==> config.mk <==
export PLATFORM = sky130hd
export DESIGN_NAME = delay_slot_timer_table_unit
export DESIGN_NICKNAME = d
export VERILOG_FILES = /design/src/hw/rtl/dstt_pkg.sv /design/src/hw/rtl/delay_slot_timer_table_unit.sv /design/src/hw/rtl/dstt_ctrl.sv /design/src/hw/rtl/dstt_datapath.sv
export SDC_FILE = /design/constraint.sdc
export NUM_CORES = 1
export LEC_CHECK = 0
export ABC_CLOCK_PERIOD_IN_PS = 4700
export BUFFER_PORTS_ARGS = -buffer_cell sky130_fd_sc_hd__buf_2
export CELL_PAD_IN_SITES_DETAIL_PLACEMENT = 1
export CELL_PAD_IN_SITES_GLOBAL_PLACEMENT = 2
export CORE_UTILIZATION = 44
export CTS_CLUSTER_DIAMETER = 200
export CTS_CLUSTER_SIZE = 24
export DETAILED_ROUTE_END_ITERATION = 8
export GPL_TIMING_DRIVEN = 1
export PLACE_DENSITY_LB_ADDON = 0.15
export SLEW_MARGIN = 20
export SYNTH_ARGS = -nofsm -noshare
export SYNTH_HDL_FRONTEND = slang
export SYNTH_SLANG_ARGS = --single-unit
==> constraint.sdc <==
create_clock -name clk -period 4.7 [get_ports clk]
set_input_delay 0.47 -clock clk [delete_from_list [all_inputs] [get_ports clk]]
set_output_delay 0.47 -clock clk [all_outputs]
set_load 0.02 [all_outputs]
==> src/hw/rtl/dstt_pkg.sv <==
// Shared package for the delay slot timer table.
// Holds sizing constants, operation and result codes, and the control/status structs.
// No dependencies.
`default_nettype none

package dstt_pkg;

    localparam int SLOT_COUNT = 20;
    localparam int OWNER_BITS = 8;

    localparam int IDX_W      = (SLOT_COUNT > 1) ? $clog2(SLOT_COUNT) : 1;
    localparam int SLOT_FIELD_W  = 5;
    localparam int OWNER_FIELD_W = 8;
    localparam int TICKS_W       = 16;

    localparam logic OP_TICK     = 1'b0;
    localparam logic OP_REQUEST  = 1'b1;

    localparam logic KIND_REPLY  = 1'b0;
    localparam logic KIND_EXPIRY = 1'b1;

    typedef logic [IDX_W-1:0]      idx_t;
    typedef logic [OWNER_BITS-1:0] owner_t;

    typedef struct packed {
        logic load;
        logic step;
        logic claim;
        logic reply_full;
        logic tick_eval;
        logic flush;
    } dstt_cmd_t;

    typedef struct packed {
        logic cur_free;
        logic at_end;
    } dstt_status_t;

    function automatic logic [SLOT_FIELD_W-1:0] slot_field(input idx_t idx);
        logic [IDX_W+SLOT_FIELD_W-1:0] wide;
        wide = {{SLOT_FIELD_W{1'b0}}, idx};
        return wide[SLOT_FIELD_W-1:0];
    endfunction

    function automatic owner_t owner_trim(input logic [OWNER_FIELD_W-1:0] id);
        logic [OWNER_BITS+OWNER_FIELD_W-1:0] wide;
        wide = {{OWNER_BITS{1'b0}}, id};
        return wide[OWNER_BITS-1:0];
    endfunction

    function automatic logic [OWNER_FIELD_W-1:0] owner_widen(input owner_t own);
        logic [OWNER_BITS+OWNER_FIELD_W-1:0] wide;
        wide = {{OWNER_FIELD_W{1'b0}}, own};
        return wide[OWNER_FIELD_W-1:0];
    endfunction

endpackage

`default_nettype wire

==> src/hw/rtl/delay_slot_timer_table_unit.sv <==
// Top level of the delay slot timer table.
// Depends on dstt_pkg, dstt_ctrl and dstt_datapath.
//
// Usage:
//   Command channel: a transaction is taken on a rising edge with start high and
//   busy low. operation selects a tick or a slot request; owner_id and
//   delay_ticks go with it.
//   Result channel: each result sits on kind, accepted, slot_index, notify_owner
//   and last for exactly one cycle, flagged by result_strobe. The receiver
//   cannot stall it. last marks the final result of a command.
//   Request: walks the busy flags from slot 0 and stops at the first free one,
//   or at the last slot when full. The reply is registered and appears in the
//   cycle after the decision.
//   Tick: walks all SLOT_COUNT slots, one per cycle through the shared
//   decrement/compare unit, then a flush state emits the held final expiry.
//   Each expiry is held back until the next one (or the end of the walk) is
//   known, so it can carry the right last flag.
//   A tick with nothing expiring produces no result.
//   Reset: all slots free, controller idle, no result pending.
`default_nettype none

module delay_slot_timer_table_unit (
    input  wire logic                                 clk,
    input  wire logic                                 rst_n,
    input  wire logic                                 start,
    output logic                                      busy,
    input  wire logic                                 operation,
    input  wire logic [dstt_pkg::OWNER_FIELD_W-1:0]   owner_id,
    input  wire logic [dstt_pkg::TICKS_W-1:0]         delay_ticks,
    output logic                                      result_strobe,
    output logic                                      kind,
    output logic                                      accepted,
    output logic [dstt_pkg::SLOT_FIELD_W-1:0]         slot_index,
    output logic [dstt_pkg::OWNER_FIELD_W-1:0]        notify_owner,
    output logic                                      last
);
    import dstt_pkg::*;

    dstt_cmd_t    cmd;
    dstt_status_t status;

    dstt_ctrl u_ctrl (
        .clk       (clk),
        .rst_n     (rst_n),
        .start     (start),
        .operation (operation),
        .status    (status),
        .cmd       (cmd),
        .busy      (busy)
    );

    dstt_datapath u_dp (
        .clk           (clk),
        .rst_n         (rst_n),
        .cmd           (cmd),
        .owner_id      (owner_id),
        .delay_ticks   (delay_ticks),
        .status        (status),
        .result_strobe (result_strobe),
        .kind          (kind),
        .accepted      (accepted),
        .slot_index    (slot_index),
        .notify_owner  (notify_owner),
        .last          (last)
    );

endmodule

`default_nettype wire

==> src/hw/rtl/dstt_ctrl.sv <==
// Controller for the delay slot timer table: sequences the slot walk.
// Depends on dstt_pkg for the command and status structs.
`default_nettype none

module dstt_ctrl (
    input  wire logic                  clk,
    input  wire logic                  rst_n,
    input  wire logic                  start,
    input  wire logic                  operation,
    input  wire dstt_pkg::dstt_status_t status,
    output dstt_pkg::dstt_cmd_t        cmd,
    output logic                       busy
);
    import dstt_pkg::*;

    localparam logic [1:0] ST_IDLE  = 2'd0;
    localparam logic [1:0] ST_REQ   = 2'd1;
    localparam logic [1:0] ST_TICK  = 2'd2;
    localparam logic [1:0] ST_FLUSH = 2'd3;

    logic [1:0] state_reg;
    logic [1:0] state_next;

    always_comb
    begin
        state_next = state_reg;
        cmd        = '0;
        unique case (state_reg)
            ST_IDLE:
            begin
                if (start)
                begin
                    cmd.load   = 1'b1;
                    state_next = (operation == OP_REQUEST) ? ST_REQ : ST_TICK;
                end
            end
            ST_REQ:
            begin
                if (status.cur_free)
                begin
                    cmd.claim  = 1'b1;
                    state_next = ST_IDLE;
                end
                else if (status.at_end)
                begin
                    cmd.reply_full = 1'b1;
                    state_next     = ST_IDLE;
                end
                else
                begin
                    cmd.step = 1'b1;
                end
            end
            ST_TICK:
            begin
                cmd.tick_eval = 1'b1;
                if (status.at_end)
                begin
                    state_next = ST_FLUSH;
                end
                else
                begin
                    cmd.step = 1'b1;
                end
            end
            ST_FLUSH:
            begin
                cmd.flush  = 1'b1;
                state_next = ST_IDLE;
            end
            default:
            begin
                state_next = ST_IDLE;
            end
        endcase
    end

    always_ff @(posedge clk or negedge rst_n)
    begin
        if (!rst_n)
        begin
            state_reg <= ST_IDLE;
        end
        else
        begin
            state_reg <= state_next;
        end
    end

    assign busy = (state_reg != ST_IDLE);

endmodule

`default_nettype wire

==> src/hw/rtl/dstt_datapath.sv <==
// Datapath for the delay slot timer table: slot store, walk index, pending expiry
// and result registers. Depends on dstt_pkg; driven by dstt_ctrl.
`default_nettype none

module dstt_datapath (
    input  wire logic                                 clk,
    input  wire logic                                 rst_n,
    input  wire dstt_pkg::dstt_cmd_t                  cmd,
    input  wire logic [dstt_pkg::OWNER_FIELD_W-1:0]   owner_id,
    input  wire logic [dstt_pkg::TICKS_W-1:0]         delay_ticks,
    output dstt_pkg::dstt_status_t                    status,
    output logic                                      result_strobe,
    output logic                                      kind,
    output logic                                      accepted,
    output logic [dstt_pkg::SLOT_FIELD_W-1:0]         slot_index,
    output logic [dstt_pkg::OWNER_FIELD_W-1:0]        notify_owner,
    output logic                                      last
);
    import dstt_pkg::*;

    logic [SLOT_COUNT-1:0] busy_reg, busy_next;
    owner_t                owner_reg [SLOT_COUNT];
    logic [TICKS_W-1:0]    remain_reg [SLOT_COUNT];

    idx_t               idx_reg, idx_next;
    owner_t             req_owner_reg, req_owner_next;
    logic [TICKS_W-1:0] req_ticks_reg, req_ticks_next;

    logic   pend_valid_reg, pend_valid_next;
    idx_t   pend_idx_reg, pend_idx_next;
    owner_t pend_owner_reg, pend_owner_next;

    logic                     strobe_reg, strobe_next;
    logic                     kind_reg, kind_next;
    logic                     acc_reg, acc_next;
    logic [SLOT_FIELD_W-1:0]  slot_reg, slot_next;
    logic [OWNER_FIELD_W-1:0] nown_reg, nown_next;
    logic                     last_reg, last_next;

    owner_t             cur_owner;
    logic [TICKS_W-1:0] cur_remain;
    logic               cur_busy;

    assign cur_owner  = owner_reg[idx_reg];
    assign cur_remain = remain_reg[idx_reg];
    assign cur_busy   = busy_reg[idx_reg];

    assign status.cur_free = !cur_busy;
    assign status.at_end   = (idx_reg == IDX_W'(SLOT_COUNT - 1));

    always_comb
    begin
        busy_next       = busy_reg;
        idx_next        = idx_reg;
        req_owner_next  = req_owner_reg;
        req_ticks_next  = req_ticks_reg;
        pend_valid_next = pend_valid_reg;
        pend_idx_next   = pend_idx_reg;
        pend_owner_next = pend_owner_reg;
        strobe_next     = 1'b0;
        kind_next       = kind_reg;
        acc_next        = acc_reg;
        slot_next       = slot_reg;
        nown_next       = nown_reg;
        last_next       = last_reg;

        if (cmd.load)
        begin
            idx_next        = '0;
            req_owner_next  = owner_trim(owner_id);
            req_ticks_next  = delay_ticks;
            pend_valid_next = 1'b0;
        end

        if (cmd.step)
        begin
            idx_next = idx_reg + IDX_W'(1);
        end

        if (cmd.claim)
        begin
            busy_next[idx_reg] = 1'b1;
            strobe_next = 1'b1;
            kind_next   = KIND_REPLY;
            acc_next    = 1'b1;
            slot_next   = slot_field(idx_reg);
            nown_next   = owner_widen(req_owner_reg);
            last_next   = 1'b1;
        end

        if (cmd.reply_full)
        begin
            strobe_next = 1'b1;
            kind_next   = KIND_REPLY;
            acc_next    = 1'b0;
            slot_next   = '0;
            nown_next   = owner_widen(req_owner_reg);
            last_next   = 1'b1;
        end

        if (cmd.tick_eval && cur_busy && (cur_remain == '0))
        begin
            busy_next[idx_reg] = 1'b0;
            if (pend_valid_reg)
            begin
                strobe_next = 1'b1;
                kind_next   = KIND_EXPIRY;
                acc_next    = 1'b0;
                slot_next   = slot_field(pend_idx_reg);
                nown_next   = owner_widen(pend_owner_reg);
                last_next   = 1'b0;
            end
            pend_valid_next = 1'b1;
            pend_idx_next   = idx_reg;
            pend_owner_next = cur_owner;
        end

        if (cmd.flush && pend_valid_reg)
        begin
            strobe_next     = 1'b1;
            kind_next       = KIND_EXPIRY;
            acc_next        = 1'b0;
            slot_next       = slot_field(pend_idx_reg);
            nown_next       = owner_widen(pend_owner_reg);
            last_next       = 1'b1;
            pend_valid_next = 1'b0;
        end
    end

    always_ff @(posedge clk or negedge rst_n)
    begin
        if (!rst_n)
        begin
            busy_reg       <= '0;
            pend_valid_reg <= 1'b0;
            strobe_reg     <= 1'b0;
        end
        else
        begin
            busy_reg       <= busy_next;
            pend_valid_reg <= pend_valid_next;
            strobe_reg     <= strobe_next;
        end
    end

    always_ff @(posedge clk)
    begin
        idx_reg        <= idx_next;
        req_owner_reg  <= req_owner_next;
        req_ticks_reg  <= req_ticks_next;
        pend_idx_reg   <= pend_idx_next;
        pend_owner_reg <= pend_owner_next;
        kind_reg       <= kind_next;
        acc_reg        <= acc_next;
        slot_reg       <= slot_next;
        nown_reg       <= nown_next;
        last_reg       <= last_next;
    end

    always_ff @(posedge clk)
    begin
        if (cmd.claim)
        begin
            owner_reg[idx_reg]  <= req_owner_reg;
            remain_reg[idx_reg] <= req_ticks_reg;
        end
        else if (cmd.tick_eval && cur_busy && (cur_remain != '0))
        begin
            remain_reg[idx_reg] <= cur_remain - TICKS_W'(1);
        end
    end

    assign result_strobe = strobe_reg;
    assign kind          = kind_reg;
    assign accepted      = acc_reg;
    assign slot_index    = slot_reg;
    assign notify_owner  = nown_reg;
    assign last          = last_reg;

endmodule

`default_nettype wire

# Yosys cells after proc, flatten, opt, wreduce, memory -nomap -nowiden
# Memories as Yosys holds them, arrays and structs flattened. A register that Yosys moved wholly into a read port is not among the register bits.
# Index checks and enable logic that the tools add are counted.
# W data, S select, Z words.
classes:
  eq_ne: 7
  n_lt_le_gt_ge: 2
  n_mux: 61
  n_reduce_logical: 12
  n_addsub: 2
  bitwise_logic: 4
op_table:
  columns: ["cell", "count"]
  rows:
  - ["$mux W20", 2]
  - ["$mux W5", 8]
  - ["$mux W8", 5]
  - ["$mux W1", 35]
  - ["$and A20 B20 Y20", 1]
  - ["$not A20 Y20", 1]
  - ["$or A20 B20 Y20", 1]
  - ["$logic_not A16 Y1", 1]
  - ["$mux W16", 1]
  - ["$reduce_bool A16 Y1", 1]
  - ["$sub A16 B1 Y16 const B", 1]
  - ["$mux W2", 6]
  - ["$pmux W2 S4", 1]
  - ["$lt A5 B6 Y1 const B", 1]
  - ["$add A5 B1 Y5 const B", 1]
  - ["$bmux W1 S5", 1]
  - ["$demux W1 S5", 1]
  - ["$eq A5 B5 Y1 const B", 1]
  - ["$ge A5 B1 Y1 const B", 1]
  - ["$logic_and A1 B1 Y1", 5]
  - ["$eq A2 B2 Y1 const B", 2]
  - ["$ne A2 B2 Y1 const B", 2]
  - ["$reduce_bool A2 Y1", 2]
  - ["$ne A3 B3 Y1 const B", 1]
  - ["other kinds (6)", 6]
word_totals:
  n_memories: 2
  ramBits: 480
  inputBits: 28
  reg_bits: 74
  word_cells: 103
  out_inout_bits: 18
mem_list:
  columns: ["memory", "words", "word_bits", "read_ports", "rd_ports_with_merged_regs", "wr", "line_no", "rtl"]
  rows:
  - ["u_dp.remain_reg", 20, 16, 1, 1, 1, "dstt_datapath.sv:23", "logic [TICKS_W-1:0] remain_reg [SLOT_COUNT];"]
  - ["u_dp.owner_reg", 20, 8, 1, 1, 1, "dstt_datapath.sv:22", "owner_t owner_reg [SLOT_COUNT];"]

# Logic depth before layout (Yosys ltp)
logic_depth:
  word_depth: 9
  ltp_mapped: 18
  mapped_depth_nobuf: 11

# Cells and area by module
# Synthesis repeated with hierarchy kept, for this count alone.
hier_totals:
  hier_cells: 1227
  area_unflattened_um2: 22909.5
by_module_without_submodules:
  columns: ["mod", "instances", "area_per_inst_um2", "cells_each"]
  rows:
  - ["dstt_datapath", 1, 22670.5, 1201]
  - ["dstt_ctrl", 1, 239.0, 26]

# Worst setup path after synthesis
# OpenSTA, ideal clock, no wires.
synth_timing:
  path_type: "register -> register"
  startpoint: "reg with a tool-made name"
  endpoint: "mem u_dp.remain_reg[0][1], data pin"
  synth_period_minus_slack_ps: 4548
  setup_ps: 318
  t_arrival_ps: 4230
  slack_ps: 152
  path_stages_with_launch: 18
  required_time_ps: 4382
  cell_sequence: "dfxtp_1 buf_6 buf_8 buf_8 buf_8 buf_6 clkbuf_1 mux2i_1 o22ai_1 a311oi_1 o41ai_1 inv_1 ha_1 inv_1 or4_4 o31ai_4 buf_6 mux2i_1"
synth_rtl:
  columns: ["element", "line_no"]
  rows:
  - ["to (decl)", "dstt_datapath.sv:23"]

==> impl_metrics.py <==
metrics = {
    "route": {
        "vias_per_cell": 5.77,
        "drt_first_pass_iters": 5,
        "drt-initial-drc-count": 1281,
        "wirelength_um": 57800,
        "wire_per_inst_um": 28.3,
        "ant_nets": 0,
        "drc": 0,
        "vias": 11800,
    },
    "power": {
        "p_total_uw": 15000,
        "powerDensity_mw_per_mm2": 589,
        "cellLeakagePower_uw": 0.00833,
        "ir_drop_uv": 251,
    },
    "critical_path": {
        "r2r-end": "u_dp.remain_reg[15][7]$_DFFE_PP_",
        "cp-end-kind": "flip-flop",
        "start_kind": "flip-flop",
        "worst_path_largest_cell_delay_ps": 860,
        "critPathRequiredTime_ps": 5010,
        "cp.arrival_ps": 4730,
        "reg2regPathDepth": 11,
        "path_class": "flip-flop to flip-flop",
        "crit_cells": 11,
        "crit_path_max_fanout": 45,
        "cp_slowest_cell": "dfxtp_4",
        "worstPathCellList": "buf_4, mux4_1, nand2_1, nand2_1, o311ai_1, and2_1, nand4_4, o31ai_4, buf_12, buf_12, mux2_2",
        "crit_family": "multiplexers",
        "rrSetupSlack_ps": 280,
        "cp_num_buf_inv": 3,
    },
    "placement": {
        "gp_congestion": 0.759,
        "place_hpwl_um": 36000,
        "post-place-cells": 1990,
        "port_buffers": 45,
    },
    "yosys": {
        "syn-cell-area_sq_mm": 0.0228,
        "synth_cell_type_count": 67,
        "yosysTopAreaCell": "edfxtp_1",
        "synth_seq_cells": 567,
        "synth_edf_count": 522,
        "syn_nets": 1275,
        "synth_flop_cell": "edfxtp_1",
        "ys_seq_area_share_pct": 73.1,
        "synth_area_per_cell_sq_um": 18.5,
        "synth_top_area_share_pct": 68.6,
        "async_flop_share_pct": 4.23,
        "yosys_warnings": 0,
        "netlist_instances": 1236,
        "ys_top_cells_by_area": "edfxtp_1, mux4_2, mux2i_1",
    },
    "floorplan": {
        "start_util_pct": 44.5,
        "io_pins": 46,
        "fp-row-count": 83,
        "die_area_sq_mm": 0.0528,
        "die_w_um": 230,
        "fp.dieH_um": 230,
        "core_area_sq_mm": 0.0513,
    },
    "run": {
        "drv_cap": 0,
    },
    "clock_tree": {
        "clkLatencyLatePin_ps": 610,
        "cts_buffer_depth": 3,
        "cts-root-buf": "clkbuf_16",
        "cts_setup_buffers": 0,
        "htreeDepth": 1,
        "path_clk_slew_ps": 100,
        "cts_tree": "done",
        "cts_buffers": 27,
        "clkSinkCount": 567,
    },
    "global_routing": {
        "grt_pass1_vias": 12200,
        "grt.total_usage_pct": 22.2,
        "grt_max_degree": 46,
        "antenna_found_initial": 1,
        "grt_overflow_total": 0,
        "grt_pass1_wl_um": 85000,
    },
    "cells_and_area": {
        "final_cell_count_no_fill": 2041,
        "largest_reg_flops": 320,
        "drive_gt1_share_pct": 25.9,
        "fin_util_pct": 49.7,
        "syn_to_final_growth_pct": 11.5,
        "final_nets": 1379,
        "diodes": 0,
    },
    "timing": {
        "fin_crit_sh_pct": 94.1,
        "fin_skew_ps": 35.0,
        "finalCriticalPeriod_ps": 4420,
        "rsz0062_at_grt": "false",
        "hold_ws_ps": 27.9,
        "setup_viol": 0,
        "slew_viol_final": 0,
        "finalHoldViolCount": 0,
        "slew_headroom_pct": 28.5,
        "fmax_ghz": 0.226,
        "tightest_slew_ps": 1070,
        "setup_tns_ps": 0,
    },
    "hold_path": {
        "hold_class": "primary input to flip-flop",
        "hold_start": "delay_ticks[3]",
        "hold_end": "u_dp.req_ticks_reg[3]$_DFFE_PP_",
        "hold_path_depth": 1,
    },
    "run_status": {
        "status": "finished clean",
    },
}
## report_power, final
part           leakage, uW  switching, uW  internal (uW)
clock network     0.000368           1560           1110
logic              0.00276           3200           2270
registers          0.00519            433           6440
total              0.00833           5190           9810
## synthesized netlist by cell type, types with 15 or more instances
cell type	n
a211oi_1	15
a21oi_1	29
clkbuf_1	29
dfrtp_1	24
dfxtp_1	21
edfxtp_1	522
inv_1	16
mux2_2	52
mux2i_1	64
mux4_2	85
nand2_1	54
nor2_1	68
o22ai_1	25
## what timing repair did
item / CTS / global route
hold endpoints to repair: 24 / 0
hold buffers: 1 / 0
gates resized for setup: 0 / 0
## area by class of cell
class	instances	area, sq um
Fill cell	4714	25800
Sequential cell	567	16700
Multi-Input combinational cell	583	5780
Timing Repair Buffer	144	1310
Tap cell	680	851
Clock buffer	48	754
Inverter	17	63.8
Clock inverter	2	20.0
## stage by stage
step,worst slack [ps],instance area [sq um]
finish,278,25500
global route,61.0,25500
CTS,279,25500
detailed placement,289,24700
global placement,353,24700
floorplan,152,22800
## worst max path at each step
stage	to	slack, ps
after floorplan	u_dp.remain_reg[0][1]$_DFFE_PP_	150
after global placement	u_dp.remain_reg[19][4]$_DFFE_PP_	350
after detailed placement	u_dp.remain_reg[2][5]$_DFFE_PP_	290
after CTS	u_dp.remain_reg[14][7]$_DFFE_PP_	280
after global routing	u_dp.remain_reg[15][7]$_DFFE_PP_	60
final	u_dp.remain_reg[15][7]$_DFFE_PP_	280
## worst reg2reg max path: stages (launching register included)
cell and delay [ps]:
dfxtp_4 860, buf_4 380, mux4_1 560, nand2_1 80
nand2_1 80, o311ai_1 510, and2_1 290, nand4_4 110
o31ai_4 330, buf_12 190, buf_12 220, mux2_2 510
## layer usage
| metal | share of wire (%) | GRT usage, % | vias to the layer above |
|---|---|---|---|
| met5 | 0 | 0 | - |
| met2 | 46 | 34.6 | 289 |
| met3 | 4.9 | 2.80 | 58 |
| met1 | 47 | 33.8 | 6290 |
| li1 | - | - | 5144 |
| met4 | 1.6 | 4.28 | 0 |
## placed cells by master, fill, tap and decap left out, types with 20 or more instances in the layout
| cell type | netlist | final |
|---|---|---|
| mux4_2 | 85 | 85 |
| a21oi_2 | 0 | 20 |
| buf_2 | 13 | 45 |
| mux2_2 | 52 | 52 |
| dfrtp_1 | 24 | 24 |
| nor2_1 | 68 | 68 |
| nand2_1 | 54 | 53 |
| clkbuf_1 | 29 | 21 |
| buf_4 | 4 | 71 |
| mux2i_1 | 64 | 64 |
| edfxtp_1 | 522 | 522 |
| o22ai_1 | 25 | 25 |
| buf_12 | 0 | 27 |
| clkbuf_16 | 0 | 27 |
## logic make-up (layout without fill, tap and decap cells)
family / Yosys count / count (layout) / share of synthesized area (%)
fa+ha+maj: 11 / 11 / 0.602
compound gates: 146 / 146 / 4.43
buf+inv: 86 / 211 / 2.02
simple gates: 194 / 194 / 4.14
flops: 567 / 567 / 73.1
mux: 220 / 220 / 15.3
xor+xnor: 12 / 12 / 0.460
(Power assumes the default switching activity.)
